File: src/rtl/fmta_pkg.sv
// ----------------------------------------------------------------------------
// fmta_pkg
// Types, widths, register codes and unit tables for the flow meter block.
// ----------------------------------------------------------------------------
package fmta_pkg;

  localparam int SAMPLE_W  = 16;  // pulse count of one tick
  localparam int WINLEN_W  = 4;
  localparam int PPU_W     = 16;
  localparam int UNIT_W    = 2;
  localparam int FLOW_W    = 38;
  localparam int VOL_W     = 54;
  localparam int K_W       = 22;  // flow constant width
  localparam int F_W       = 14;  // volume factor width

  localparam int CFG_ADDR_W = 2;
  localparam int CFG_DATA_W = 16;

  localparam int DEF_MAX_WINDOW  = 10;
  localparam int DEF_COUNT_WIDTH = 40;

  // register indexes
  localparam logic [CFG_ADDR_W-1:0] REG_WINDOW_LEN = 2'd0;
  localparam logic [CFG_ADDR_W-1:0] REG_PPU        = 2'd1;
  localparam logic [CFG_ADDR_W-1:0] REG_UNIT_MODE  = 2'd2;

  // unit codes
  localparam logic [UNIT_W-1:0] UNIT_LITER  = 2'd0;
  localparam logic [UNIT_W-1:0] UNIT_GALLON = 2'd1;
  localparam logic [UNIT_W-1:0] UNIT_CUBIC  = 2'd2;

  localparam logic [WINLEN_W-1:0] RST_WINDOW_LEN = 4'd4;
  localparam logic [PPU_W-1:0]    RST_PPU        = 16'd1000;
  localparam logic [UNIT_W-1:0]   RST_UNIT_MODE  = UNIT_LITER;

  localparam logic [VOL_W-1:0] VOL_MAX = {VOL_W{1'b1}};

  typedef struct packed {
    logic [SAMPLE_W-1:0] pulse_count;
    logic                clear_total;
  } in_item_t;

  typedef struct packed {
    logic [FLOW_W-1:0] flow_rate;
    logic [VOL_W-1:0]  total_volume;
    logic [VOL_W-1:0]  partial_volume;
    logic              activity;
  } out_item_t;

  // flow constant per unit, unused code gives zero
  function automatic logic [K_W-1:0] flow_k(input logic [UNIT_W-1:0] mode);
    logic [K_W-1:0] k;
    unique case (mode)
      UNIT_LITER:  k = 22'd2400000;
      UNIT_GALLON: k = 22'd634013;
      UNIT_CUBIC:  k = 22'd144000;
      default:     k = '0;
    endcase
    return k;
  endfunction

  // volume factor per unit, unused code gives zero
  function automatic logic [F_W-1:0] vol_f(input logic [UNIT_W-1:0] mode);
    logic [F_W-1:0] f;
    unique case (mode)
      UNIT_LITER:  f = 14'd10000;
      UNIT_GALLON: f = 14'd2642;
      UNIT_CUBIC:  f = 14'd10;
      default:     f = '0;
    endcase
    return f;
  endfunction

endpackage

File: src/rtl/fmta_scan.sv
// ----------------------------------------------------------------------------
// fmta_scan
// Sample ring memory and sequential window scan for the trimmed sum.
// ----------------------------------------------------------------------------
module fmta_scan import fmta_pkg::*; #(
  parameter int  MAX_WINDOW = DEF_MAX_WINDOW,
  localparam int AW         = $clog2(MAX_WINDOW),
  localparam int WIN_W      = $clog2(MAX_WINDOW + 1),
  localparam int SUM_W      = SAMPLE_W + $clog2(MAX_WINDOW)
) (
  input  logic                clk,
  input  logic                rst_n,
  input  logic                wr_en,
  input  logic [AW-1:0]       wr_addr,
  input  logic [SAMPLE_W-1:0] wr_data,
  input  logic                start,
  input  logic [WIN_W-1:0]    win_n,
  output logic                done,
  output logic [SUM_W-1:0]    sum,
  output logic [WIN_W-1:0]    div_n
);

  logic [SAMPLE_W-1:0]   mem [MAX_WINDOW];
  logic [MAX_WINDOW-1:0] ent_vld_r;

  logic                issue_r;
  logic [WIN_W-1:0]    iss_r;
  logic [AW-1:0]       rd_addr;
  logic                rd_vld_r;
  logic                rd_last_r;
  logic                rd_ok_r;
  logic [AW-1:0]       rd_idx_r;
  logic [SAMPLE_W-1:0] rd_data_r;
  logic [SAMPLE_W-1:0] v;

  logic [SUM_W-1:0]    tot_r;
  logic [SAMPLE_W-1:0] vmax_r;
  logic [SAMPLE_W-1:0] vmin_r;
  logic [AW-1:0]       imax_r;
  logic [AW-1:0]       imin_r;
  logic                fin_r;
  logic                done_r;
  logic [SUM_W-1:0]    sum_r;
  logic [WIN_W-1:0]    div_r;

  assign rd_addr = iss_r[AW-1:0];
  assign v       = rd_ok_r ? rd_data_r : '0;  // never written reads as zero

  // ring storage
  always_ff @(posedge clk) begin
    if (wr_en) begin
      mem[wr_addr] <= wr_data;
    end
    if (issue_r) begin
      rd_data_r <= mem[rd_addr];
    end
  end

  always_ff @(posedge clk) begin
    if (!rst_n) begin
      ent_vld_r <= '0;
      rd_ok_r   <= 1'b0;
    end else begin
      if (wr_en) begin
        ent_vld_r[wr_addr] <= 1'b1;
      end
      if (issue_r) begin
        rd_ok_r <= ent_vld_r[rd_addr];
      end
    end
  end

  // read issue and pipeline control
  always_ff @(posedge clk) begin
    if (!rst_n) begin
      issue_r   <= 1'b0;
      iss_r     <= '0;
      rd_vld_r  <= 1'b0;
      rd_last_r <= 1'b0;
      fin_r     <= 1'b0;
      done_r    <= 1'b0;
    end else begin
      if (start) begin
        issue_r <= 1'b1;
        iss_r   <= '0;
      end else if (issue_r) begin
        iss_r <= iss_r + 1'b1;
        if (iss_r == win_n - 1'b1) begin
          issue_r <= 1'b0;
        end
      end
      rd_vld_r  <= issue_r;
      rd_last_r <= issue_r && (iss_r == win_n - 1'b1);
      fin_r     <= rd_vld_r && rd_last_r;
      done_r    <= fin_r;
    end
  end

  // running sum, first-found max and min
  always_ff @(posedge clk) begin
    if (issue_r) begin
      rd_idx_r <= rd_addr;
    end
    if (rd_vld_r) begin
      if (rd_idx_r == '0) begin
        tot_r  <= SUM_W'(v);
        vmax_r <= v;
        vmin_r <= v;
        imax_r <= '0;
        imin_r <= '0;
      end else begin
        tot_r <= tot_r + SUM_W'(v);
        if (v > vmax_r) begin
          vmax_r <= v;
          imax_r <= rd_idx_r;
        end
        if (v < vmin_r) begin
          vmin_r <= v;
          imin_r <= rd_idx_r;
        end
      end
    end
    if (fin_r) begin
      if (win_n < WIN_W'(3)) begin
        sum_r <= tot_r;
        div_r <= win_n;
      end else if (imax_r == imin_r) begin
        sum_r <= tot_r - SUM_W'(vmax_r);
        div_r <= win_n - WIN_W'(1);
      end else begin
        sum_r <= tot_r - SUM_W'(vmax_r) - SUM_W'(vmin_r);
        div_r <= win_n - WIN_W'(2);
      end
    end
  end

  assign done  = done_r;
  assign sum   = sum_r;
  assign div_n = div_r;

  a_min_le_max: assert property (@(posedge clk) disable iff (!rst_n)
    fin_r |-> vmin_r <= vmax_r)
    else $error("scan minimum above maximum");

  a_one_start: assert property (@(posedge clk) disable iff (!rst_n)
    start |-> !issue_r && !rd_vld_r && !fin_r)
    else $error("scan restarted while busy");

  a_done_after_fin: assert property (@(posedge clk) disable iff (!rst_n)
    done_r |-> $past(fin_r))
    else $error("scan done without finish");

endmodule

File: src/rtl/fmta_div.sv
// ----------------------------------------------------------------------------
// fmta_div
// Shared radix-4 restoring divider, two quotient bits per cycle.
// ----------------------------------------------------------------------------
module fmta_div #(
  parameter int DVD_W = 54,
  parameter int DVS_W = 20
) (
  input  logic             clk,
  input  logic             rst_n,
  input  logic             start,
  input  logic [DVD_W-1:0] dividend,
  input  logic [DVS_W-1:0] divisor,
  output logic             done,
  output logic [DVD_W-1:0] quotient
);

  localparam int DQ_W  = DVD_W + (DVD_W % 2);
  localparam int STEPS = DQ_W / 2;
  localparam int CNT_W = $clog2(STEPS + 1);

  logic [DQ_W-1:0]  q_r;
  logic [DVS_W-1:0] rem_r;
  logic [DVS_W-1:0] dvs_r;
  logic [CNT_W-1:0] cnt_r;
  logic             busy_r;
  logic             done_r;
  logic [DVS_W:0]   s1;
  logic [DVS_W:0]   s2;

  // one restoring step: {quotient bit, new remainder}
  function automatic logic [DVS_W:0] div_step(input logic [DVS_W-1:0] rem,
                                              input logic             b,
                                              input logic [DVS_W-1:0] d);
    logic [DVS_W:0] t;
    logic [DVS_W:0] r;
    logic           ge;
    t  = {rem, b};
    ge = (t >= {1'b0, d});
    r  = ge ? (t - {1'b0, d}) : t;
    return {ge, r[DVS_W-1:0]};
  endfunction

  assign s1 = div_step(rem_r, q_r[DQ_W-1], dvs_r);
  assign s2 = div_step(s1[DVS_W-1:0], q_r[DQ_W-2], dvs_r);

  always_ff @(posedge clk) begin
    if (!rst_n) begin
      busy_r <= 1'b0;
      done_r <= 1'b0;
      cnt_r  <= '0;
    end else begin
      done_r <= 1'b0;
      if (start) begin
        busy_r <= 1'b1;
        cnt_r  <= CNT_W'(STEPS);
      end else if (busy_r) begin
        cnt_r <= cnt_r - 1'b1;
        if (cnt_r == CNT_W'(1)) begin
          busy_r <= 1'b0;
          done_r <= 1'b1;
        end
      end
    end
  end

  always_ff @(posedge clk) begin
    if (start) begin
      q_r   <= DQ_W'(dividend);
      rem_r <= '0;
      dvs_r <= divisor;
    end else if (busy_r) begin
      q_r   <= {q_r[DQ_W-3:0], s1[DVS_W], s2[DVS_W]};
      rem_r <= s2[DVS_W-1:0];
    end
  end

  assign done     = done_r;
  assign quotient = q_r[DVD_W-1:0];

  a_rem_bound: assert property (@(posedge clk) disable iff (!rst_n)
    busy_r |-> rem_r < dvs_r)
    else $error("divider remainder not below divisor");

  a_no_restart: assert property (@(posedge clk) disable iff (!rst_n)
    start |-> !busy_r)
    else $error("divider started while busy");

  a_done_pulse: assert property (@(posedge clk) disable iff (!rst_n)
    done_r |=> !done_r && !busy_r)
    else $error("divider done held");

endmodule

File: src/rtl/flow_meter_trimmed_average_top.sv
// ----------------------------------------------------------------------------
// flow_meter_trimmed_average_top
// Pulse flow meter: trimmed moving average flow rate and scaled volumes.
// ----------------------------------------------------------------------------
//
//  channel  signals                          dir  meaning
//  -------  -------------------------------  ---  ---------------------------
//  in       in_valid, in_stall, in_data      in   one 250 ms tick item
//  out      out_valid, out_stall, out_data   out  flow rate and volumes item
//  cfg      cfg_valid, cfg_ready, cfg_addr,  in   register write (window_len,
//           cfg_data                              pulses_per_unit, unit_mode)
//
//  the shared divider, with a dividend 54 bits wide at default parameters, is
//  run three times per item, once for the flow rate and once per volume
//  in_stall is high from acceptance until the result is in the output
//  register; a result waiting on out_stall does not block the next item, but
//  that item's result waits in the done state until the register frees up
//  reset (synchronous, rst_n low) clears counters, ring index, ring valid
//  bits and restores the register defaults; cfg_ready is always high
//
module flow_meter_trimmed_average_top import fmta_pkg::*; #(
  parameter int MAX_WINDOW  = DEF_MAX_WINDOW,
  parameter int COUNT_WIDTH = DEF_COUNT_WIDTH
) (
  input  logic                  clk,
  input  logic                  rst_n,
  input  logic                  in_valid,
  output logic                  in_stall,
  input  in_item_t              in_data,
  output logic                  out_valid,
  input  logic                  out_stall,
  output out_item_t             out_data,
  input  logic                  cfg_valid,
  output logic                  cfg_ready,
  input  logic [CFG_ADDR_W-1:0] cfg_addr,
  input  logic [CFG_DATA_W-1:0] cfg_data
);

  localparam int AW    = $clog2(MAX_WINDOW);
  localparam int WIN_W = $clog2(MAX_WINDOW + 1);
  localparam int SUM_W = SAMPLE_W + $clog2(MAX_WINDOW);
  localparam int OPA_W = (SUM_W > COUNT_WIDTH) ? SUM_W : COUNT_WIDTH;
  localparam int DW    = (SUM_W + K_W > COUNT_WIDTH + F_W) ? (SUM_W + K_W)
                                                           : (COUNT_WIDTH + F_W);
  localparam int DVS_W = WIN_W + PPU_W;
  localparam int QW    = (DW > VOL_W) ? DW : VOL_W;

  // sequencer states
  localparam logic [2:0] S_IDLE = 3'd0;
  localparam logic [2:0] S_SCAN = 3'd1;
  localparam logic [2:0] S_MUL  = 3'd2;
  localparam logic [2:0] S_DIV  = 3'd3;
  localparam logic [2:0] S_DONE = 3'd4;

  // which quotient is being worked on
  localparam logic [1:0] PH_FLOW  = 2'd0;
  localparam logic [1:0] PH_TOTAL = 2'd1;
  localparam logic [1:0] PH_PART  = 2'd2;

  // configuration registers
  logic [WINLEN_W-1:0] win_len_r;
  logic [PPU_W-1:0]    ppu_r;
  logic [UNIT_W-1:0]   unit_r;

  logic [2:0] state_r, state_nxt;
  logic [1:0] ph_r, ph_nxt;

  logic [COUNT_WIDTH-1:0] tot_r, tot_nxt;
  logic [COUNT_WIDTH-1:0] part_r, part_nxt;
  logic [COUNT_WIDTH-1:0] tot_base;
  logic [COUNT_WIDTH:0]   tot_sum;
  logic [COUNT_WIDTH:0]   part_sum;
  logic [WIN_W-1:0]       ri_r;
  logic                   act_r;

  logic [FLOW_W-1:0] flow_r;
  logic [VOL_W-1:0]  tvol_r;
  logic [VOL_W-1:0]  pvol_r;
  logic              out_valid_r;
  out_item_t         out_data_r;

  logic              in_acc;
  logic              out_free;
  logic              idx_ok;
  logic [WIN_W-1:0]  n_eff;
  logic [PPU_W-1:0]  ppu_eff;

  logic              scan_done;
  logic [SUM_W-1:0]  scan_sum;
  logic [WIN_W-1:0]  scan_div;

  logic [OPA_W-1:0]     op_a;
  logic [K_W-1:0]       op_b;
  logic [OPA_W+K_W-1:0] mul_prod;
  logic [DVS_W-1:0]     dvs_flow;
  logic [DVS_W-1:0]     dvs_in;
  logic                 div_start;
  logic                 div_done;
  logic [DW-1:0]        div_quo;
  logic [QW-1:0]        quo_x;
  logic [VOL_W-1:0]     vol_sat;

  assign in_acc    = in_valid && !in_stall;
  assign in_stall  = (state_r != S_IDLE);
  assign cfg_ready = 1'b1;
  assign out_free  = !out_valid_r || !out_stall;

  // window length clamped to 1..MAX_WINDOW, zero calibration used as one
  always_comb begin
    if (win_len_r == '0) begin
      n_eff = WIN_W'(1);
    end else if (32'(win_len_r) > MAX_WINDOW) begin
      n_eff = WIN_W'(MAX_WINDOW);
    end else begin
      n_eff = WIN_W'(win_len_r);
    end
  end
  assign ppu_eff = (ppu_r == '0) ? PPU_W'(1) : ppu_r;
  assign idx_ok  = (ri_r < n_eff);

  // configuration writes
  always_ff @(posedge clk) begin
    if (!rst_n) begin
      win_len_r <= RST_WINDOW_LEN;
      ppu_r     <= RST_PPU;
      unit_r    <= RST_UNIT_MODE;
    end else if (cfg_valid && cfg_ready) begin
      unique case (cfg_addr)
        REG_WINDOW_LEN: win_len_r <= cfg_data[WINLEN_W-1:0];
        REG_PPU:        ppu_r     <= cfg_data[PPU_W-1:0];
        REG_UNIT_MODE:  unit_r    <= cfg_data[UNIT_W-1:0];
        default:        ;  // unused index, write dropped
      endcase
    end
  end

  // saturating pulse counters, total cleared first on request
  assign tot_base = in_data.clear_total ? '0 : tot_r;
  assign tot_sum  = {1'b0, tot_base} + (COUNT_WIDTH + 1)'(in_data.pulse_count);
  assign part_sum = {1'b0, part_r} + (COUNT_WIDTH + 1)'(in_data.pulse_count);
  assign tot_nxt  = tot_sum[COUNT_WIDTH]  ? '1 : tot_sum[COUNT_WIDTH-1:0];
  assign part_nxt = part_sum[COUNT_WIDTH] ? '1 : part_sum[COUNT_WIDTH-1:0];

  always_ff @(posedge clk) begin
    if (!rst_n) begin
      tot_r  <= '0;
      part_r <= '0;
      ri_r   <= '0;
    end else begin
      if (in_acc) begin
        tot_r  <= tot_nxt;
        part_r <= part_nxt;
        ri_r   <= ri_r + 1'b1;
      end else if (state_r != S_IDLE && !idx_ok) begin
        // wrap the ring index one subtraction per cycle while busy
        ri_r <= ri_r - n_eff;
      end
    end
  end

  always_ff @(posedge clk) begin
    if (in_acc) begin
      act_r <= (in_data.pulse_count != '0);
    end
  end

  // ring memory and window scan
  fmta_scan #(
    .MAX_WINDOW (MAX_WINDOW)
  ) u_scan (
    .clk     (clk),
    .rst_n   (rst_n),
    .wr_en   (in_acc),
    .wr_addr (ri_r[AW-1:0]),
    .wr_data (in_data.pulse_count),
    .start   (in_acc),
    .win_n   (n_eff),
    .done    (scan_done),
    .sum     (scan_sum),
    .div_n   (scan_div)
  );

  // operand select for the one multiplier feeding the divider
  always_comb begin
    if (ph_r == PH_FLOW) begin
      op_a = OPA_W'(scan_sum);
      op_b = flow_k(unit_r);
    end else if (ph_r == PH_TOTAL) begin
      op_a = OPA_W'(tot_r);
      op_b = K_W'(vol_f(unit_r));
    end else begin
      op_a = OPA_W'(part_r);
      op_b = K_W'(vol_f(unit_r));
    end
  end
  assign mul_prod  = op_a * op_b;
  assign dvs_flow  = DVS_W'(scan_div) * DVS_W'(ppu_eff);
  assign dvs_in    = (ph_r == PH_FLOW) ? dvs_flow : DVS_W'(ppu_eff);
  assign div_start = (state_r == S_MUL);

  fmta_div #(
    .DVD_W (DW),
    .DVS_W (DVS_W)
  ) u_div (
    .clk      (clk),
    .rst_n    (rst_n),
    .start    (div_start),
    .dividend (mul_prod[DW-1:0]),
    .divisor  (dvs_in),
    .done     (div_done),
    .quotient (div_quo)
  );

  // flow keeps the low bits, volumes saturate
  assign quo_x   = QW'(div_quo);
  assign vol_sat = (quo_x > QW'(VOL_MAX)) ? VOL_MAX : quo_x[VOL_W-1:0];

  // sequencer
  always_comb begin
    state_nxt = state_r;
    ph_nxt    = ph_r;
    unique case (state_r)
      S_IDLE: begin
        if (in_acc) begin
          state_nxt = S_SCAN;
          ph_nxt    = PH_FLOW;
        end
      end
      S_SCAN: begin
        if (scan_done) begin
          state_nxt = S_MUL;
        end
      end
      S_MUL: state_nxt = S_DIV;
      S_DIV: begin
        if (div_done) begin
          if (ph_r == PH_PART) begin
            state_nxt = S_DONE;
          end else begin
            state_nxt = S_MUL;
            ph_nxt    = ph_r + 1'b1;
          end
        end
      end
      S_DONE: begin
        if (out_free && idx_ok) begin
          state_nxt = S_IDLE;
        end
      end
      default: state_nxt = S_IDLE;
    endcase
  end

  always_ff @(posedge clk) begin
    if (!rst_n) begin
      state_r <= S_IDLE;
      ph_r    <= PH_FLOW;
    end else begin
      state_r <= state_nxt;
      ph_r    <= ph_nxt;
    end
  end

  // quotient capture
  always_ff @(posedge clk) begin
    if (state_r == S_DIV && div_done) begin
      unique case (ph_r)
        PH_FLOW:  flow_r <= quo_x[FLOW_W-1:0];
        PH_TOTAL: tvol_r <= vol_sat;
        default:  pvol_r <= vol_sat;
      endcase
    end
  end

  // output register
  always_ff @(posedge clk) begin
    if (!rst_n) begin
      out_valid_r <= 1'b0;
    end else if (state_r == S_DONE && out_free && idx_ok) begin
      out_valid_r <= 1'b1;
    end else if (!out_stall) begin
      out_valid_r <= 1'b0;
    end
  end

  always_ff @(posedge clk) begin
    if (state_r == S_DONE && out_free && idx_ok) begin
      out_data_r.flow_rate      <= flow_r;
      out_data_r.total_volume   <= tvol_r;
      out_data_r.partial_volume <= pvol_r;
      out_data_r.activity       <= act_r;
    end
  end

  assign out_valid = out_valid_r;
  assign out_data  = out_data_r;

  a_out_from_done: assert property (@(posedge clk) disable iff (!rst_n)
    $rose(out_valid_r) |-> $past(state_r) == S_DONE)
    else $error("result shown outside done state");

  a_total_monotonic: assert property (@(posedge clk) disable iff (!rst_n)
    (in_acc && !in_data.clear_total) |=> tot_r >= $past(tot_r))
    else $error("total counter went down without clear");

  a_div_done_state: assert property (@(posedge clk) disable iff (!rst_n)
    div_done |-> state_r == S_DIV)
    else $error("divider finished outside divide state");

endmodule

File: config.mk
export PLATFORM = sky130hd
export DESIGN_NAME = flow_meter_trimmed_average_top
export DESIGN_NICKNAME = d
export VERILOG_FILES = /design/src/rtl/fmta_pkg.sv /design/src/rtl/fmta_scan.sv /design/src/rtl/fmta_div.sv /design/src/rtl/flow_meter_trimmed_average_top.sv
export SDC_FILE = /design/constraint.sdc
export NUM_CORES = 2
export LEC_CHECK = 0
export BUFFER_PORTS_ARGS = -buffer_cell sky130_fd_sc_hd__buf_2
export CORE_MARGIN = 2
export CORE_UTILIZATION = 36
export DETAILED_ROUTE_END_ITERATION = 12
export HOLD_SLACK_MARGIN = 0.06
export PLACE_DENSITY = 0.59
export SKIP_LAST_GASP = 1
export SLEW_MARGIN = 20
export SYNTH_ARGS = -nofsm -noshare
export SYNTH_HDL_FRONTEND = slang
export SYNTH_SLANG_ARGS = --single-unit
File: constraint.sdc
create_clock -name clk -period 10.8 [get_ports clk]
set_input_delay 2.16 -clock clk [delete_from_list [all_inputs] [get_ports clk]]
set_output_delay 2.16 -clock clk [all_outputs]
set_load 0.05 [all_outputs]
==> flow_summary.ini <==
[logic_synthesis]
synth_top_area_share = 0.310
yosys_warnings = 0
avgSynthCellArea_um2 = 10.6
ys_seq_area_frac = 0.362
synth-seq-cells = 791
synth.distinct_cells = 84
async_reset_ff_frac = 0
synth_edf_count = 632
synth_most_common_cell = inv_1
synthTopCellsByArea = edfxtp_1 31%, fa_1 21%, ha_1 9.1%, inv_1 5.4%, dfxtp_1 5.2%
syn-instance-count = 5786
synth_ff_type = edfxtp_1
synth_common_cells = 885 x inv_1, 632 x edfxtp_1, 630 x fa_1
syn-cell-area_um2 = 61200
yosysTopAreaCell = edfxtp_1

[global_routing]
grt_max_degree = 82
groute.usage.overall = 0.185
grt_pass1_vias = 43000
grt_pass1_wl_mm = 250
grt.overflow.total = 0
grt_antenna_before_repair = 5

[sta]
slew_violations = 0
timing.final.ws_setup_ns = 0.937
setup_viol = 0
worst_pin_slew_ns = 1.14
hold_viol = 0
fin_crit_sh = 0.913
fmax_mhz = 101
slew-limit-headroom = 0.230
rsz0062_at_grt = false
fin_crit_ns = 9.86
fin_worst_skew_ns = 0.0826
fin_tns_setup_ns = 0

[clock_network]
cts_buffers = 84
postCtsHoldBufs = 0
cts_setup_buffers = 0
cts_buffer_depth = 3
root_buffer = clkbuf_16
clock-sinks = 791
cts_resized = 0
clkLatencyLatePin_ns = 0.75
cts-htree-levels = 3
clk_pin_slew_ns = 0.07
cts_tree = yes

[floorplan]
initial_utilization = 0.362
io_pins = 190
die-width_um = 416
core_area_um2 = 169000
die_area_um2 = 173000
rows = 151
die_y_um = 416

[routing]
vias = 41900
ant_nets = 0
drc_errors = 0
viasPerCell = 5.02
routedWlPerCell_um = 19.1
finalWirelength_mm = 159
drt-initial-drc-count = 3029
drt_pre_antenna_iters = 5

[pwr]
vdd_drop_max_uv = 344
p_per_area_nw_per_um2 = 225
leakage_uw = 0.0296

[setup_path]
worst_ep_arrival_time_ns = 10.31
timing.critical_path.from_type = flop
r2r_setup_slack_ns = 0.94
worst-path-max-fanout = 38
path_common_cell = fa_1
r2r-start = ph_r[0]
crit_type = flop to flop
crit_slowest_cell = a2111oi_0
endpoint_kind = flop
rr_worst_depth = 30
critPathMaxStageDelay_ns = 0.80
cp.required_ns = 11.25
r2r-end = u_div.quotient[43]

[worst_hold_path]
holdPathStages = 0
hold_end = out_data[13]
hold_path_class = flop to flop
hold_start = pvol_r[12]

[run]
max_cap_viol_count = 0

[placement]
portBuffers = 188
dpl.hpwl_mm = 124
post-place-cells = 8187
pre_cts_ws_ns = 1.06
place.gp.congestion = 0.957

[cells_and_area]
area_growth_pct = 11.1
nets = 7170
fill_cells = 16300
multi_input_area_um2 = 35500
seq_area_um2 = 22200
drive_above_1_share = 0.0841
finalNonFillerCells = 8341
antenna_cells = 0

[run_status]
status = finished clean
[critical path: cells and delay by family, from the launching register on]
kind	cells	cell delay, ns
buf+inv	8	1.34
simple gates	4	1.22
flops	1	0.33
fa+ha+maj	9	4.23
compound gates	9	2.38
[state kept, by name (all words and copies together), names as in the netlist, 5 cells and up]
name              flops
flow_r               38
out_data            147
part_r               40
ppu_r                16
pvol_r               54
tot_r                40
tvol_r               54
u_div.cnt_r           5
u_div.dvs_r          20
u_div.quotient       54
u_div.rem_r          20
u_scan.ent_vld_r     10
u_scan.mem          160
u_scan.rd_data_r     16
u_scan.sum           20
u_scan.tot_r         20
u_scan.vmax_r        16
u_scan.vmin_r        16
[report_power, final]
part	switching, uW	internal [uW]
clock	1270	1640
sequential	134	3490
combinational	5180	3610
[kinds of logic after synthesis]
kind of cell / synth area share
buffers and inverters: 0.0695
other: 0.000123
xor gates and xnor gates: 0.0335
muxes: 0.0308
DFF: 0.362
and+or+nand+nor: 0.112
adders and majority gates: 0.297
AOI/OAI and AO/OA: 0.0941
[worst max path at each step]
stage / start / to / slack [ns] / cells after the start
6_report: ph_r[0] / u_div.quotient[43] / 0.94 / 30
5_1_grt: ph_r[0] / u_div.quotient[43] / 0.43 / 30
4_1_cts: ph_r[0] / u_div.quotient[43] / 0.98 / 30
3_5_place_dp: ph_r[0] / u_div.quotient[43] / 1.06 / 30
3_3_place_gp: ph_r[0] / u_div.quotient[43] / 1.13 / 30
2_1_floorplan: ph_r[1] / u_div.quotient[44] / 2.63 / 28
[layout by cell type, fill, tap and decap left out, types with 15 or more instances in the layout]
| cell | count |
|---|---|
| edfxtp_1 | 632 |
| nor2_1 | 430 |
| inv_1 | 880 |
| nand3_1 | 79 |
| o31ai_1 | 18 |
| nand2_1 | 480 |
| a211oi_1 | 42 |
| conb_1 | 173 |
| mux2i_1 | 85 |
| clkbuf_16 | 84 |
| a21o_1 | 75 |
| mux2_2 | 24 |
| nor2b_1 | 59 |
| and3_1 | 68 |
| dfxtp_1 | 156 |
| nand2b_1 | 44 |
| a21oi_1 | 286 |
| o21ai_0 | 242 |
| o21bai_1 | 29 |
| xor2_1 | 97 |
| buf_4 | 63 |
| a31oi_1 | 42 |
| xnor2_1 | 137 |
| and2_1 | 110 |
| nand4_1 | 27 |
| or2_2 | 40 |
| fa_1 | 630 |
| clkbuf_1 | 18 |
| o21a_1 | 58 |
| mux4_2 | 34 |
| ha_1 | 442 |
| nor3_1 | 79 |
| clkinv_1 | 15 |
| buf_2 | 188 |
| nor4_1 | 17 |
[stage by stage]
| stage | area, um^2 | utilization | total power (uW) | hold WS, ns |
|---|---|---|---|---|
| 5_1_grt | 68000 | 0.402 | 16600 | 0.385 |
| 3_3_place_gp | 65100 | 0.385 | 12300 | 0.401 |
| 6_report | 68000 | 0.402 | 15300 | 0.377 |
| 2_1_floorplan | 61800 | - | 10200 | 0.400 |
| 4_1_cts | 68000 | 0.402 | 15300 | 0.361 |
| 3_5_place_dp | 65100 | 0.385 | 12300 | 0.405 |
[routing by layer]
metal	global-route usage	up-vias	part of all wire
met5	0	-	0.00026
met4	0.0519	8	0.028
met3	0.0295	221	0.064
met2	0.293	1249	0.45
met1	0.261	20700	0.46
li1	-	19700	-
[area by class of cell]
cell class,instances,share of cell area
multi-input cells,4041,0.522
flip-flops and latches,791,0.326
inverters,886,0.0490
well taps,2218,0.0408
clock buffers,107,0.0329
repair buffers,251,0.0208
clock inverters,47,0.00845
No activity file was read; power rests on OpenSTA's default activity.
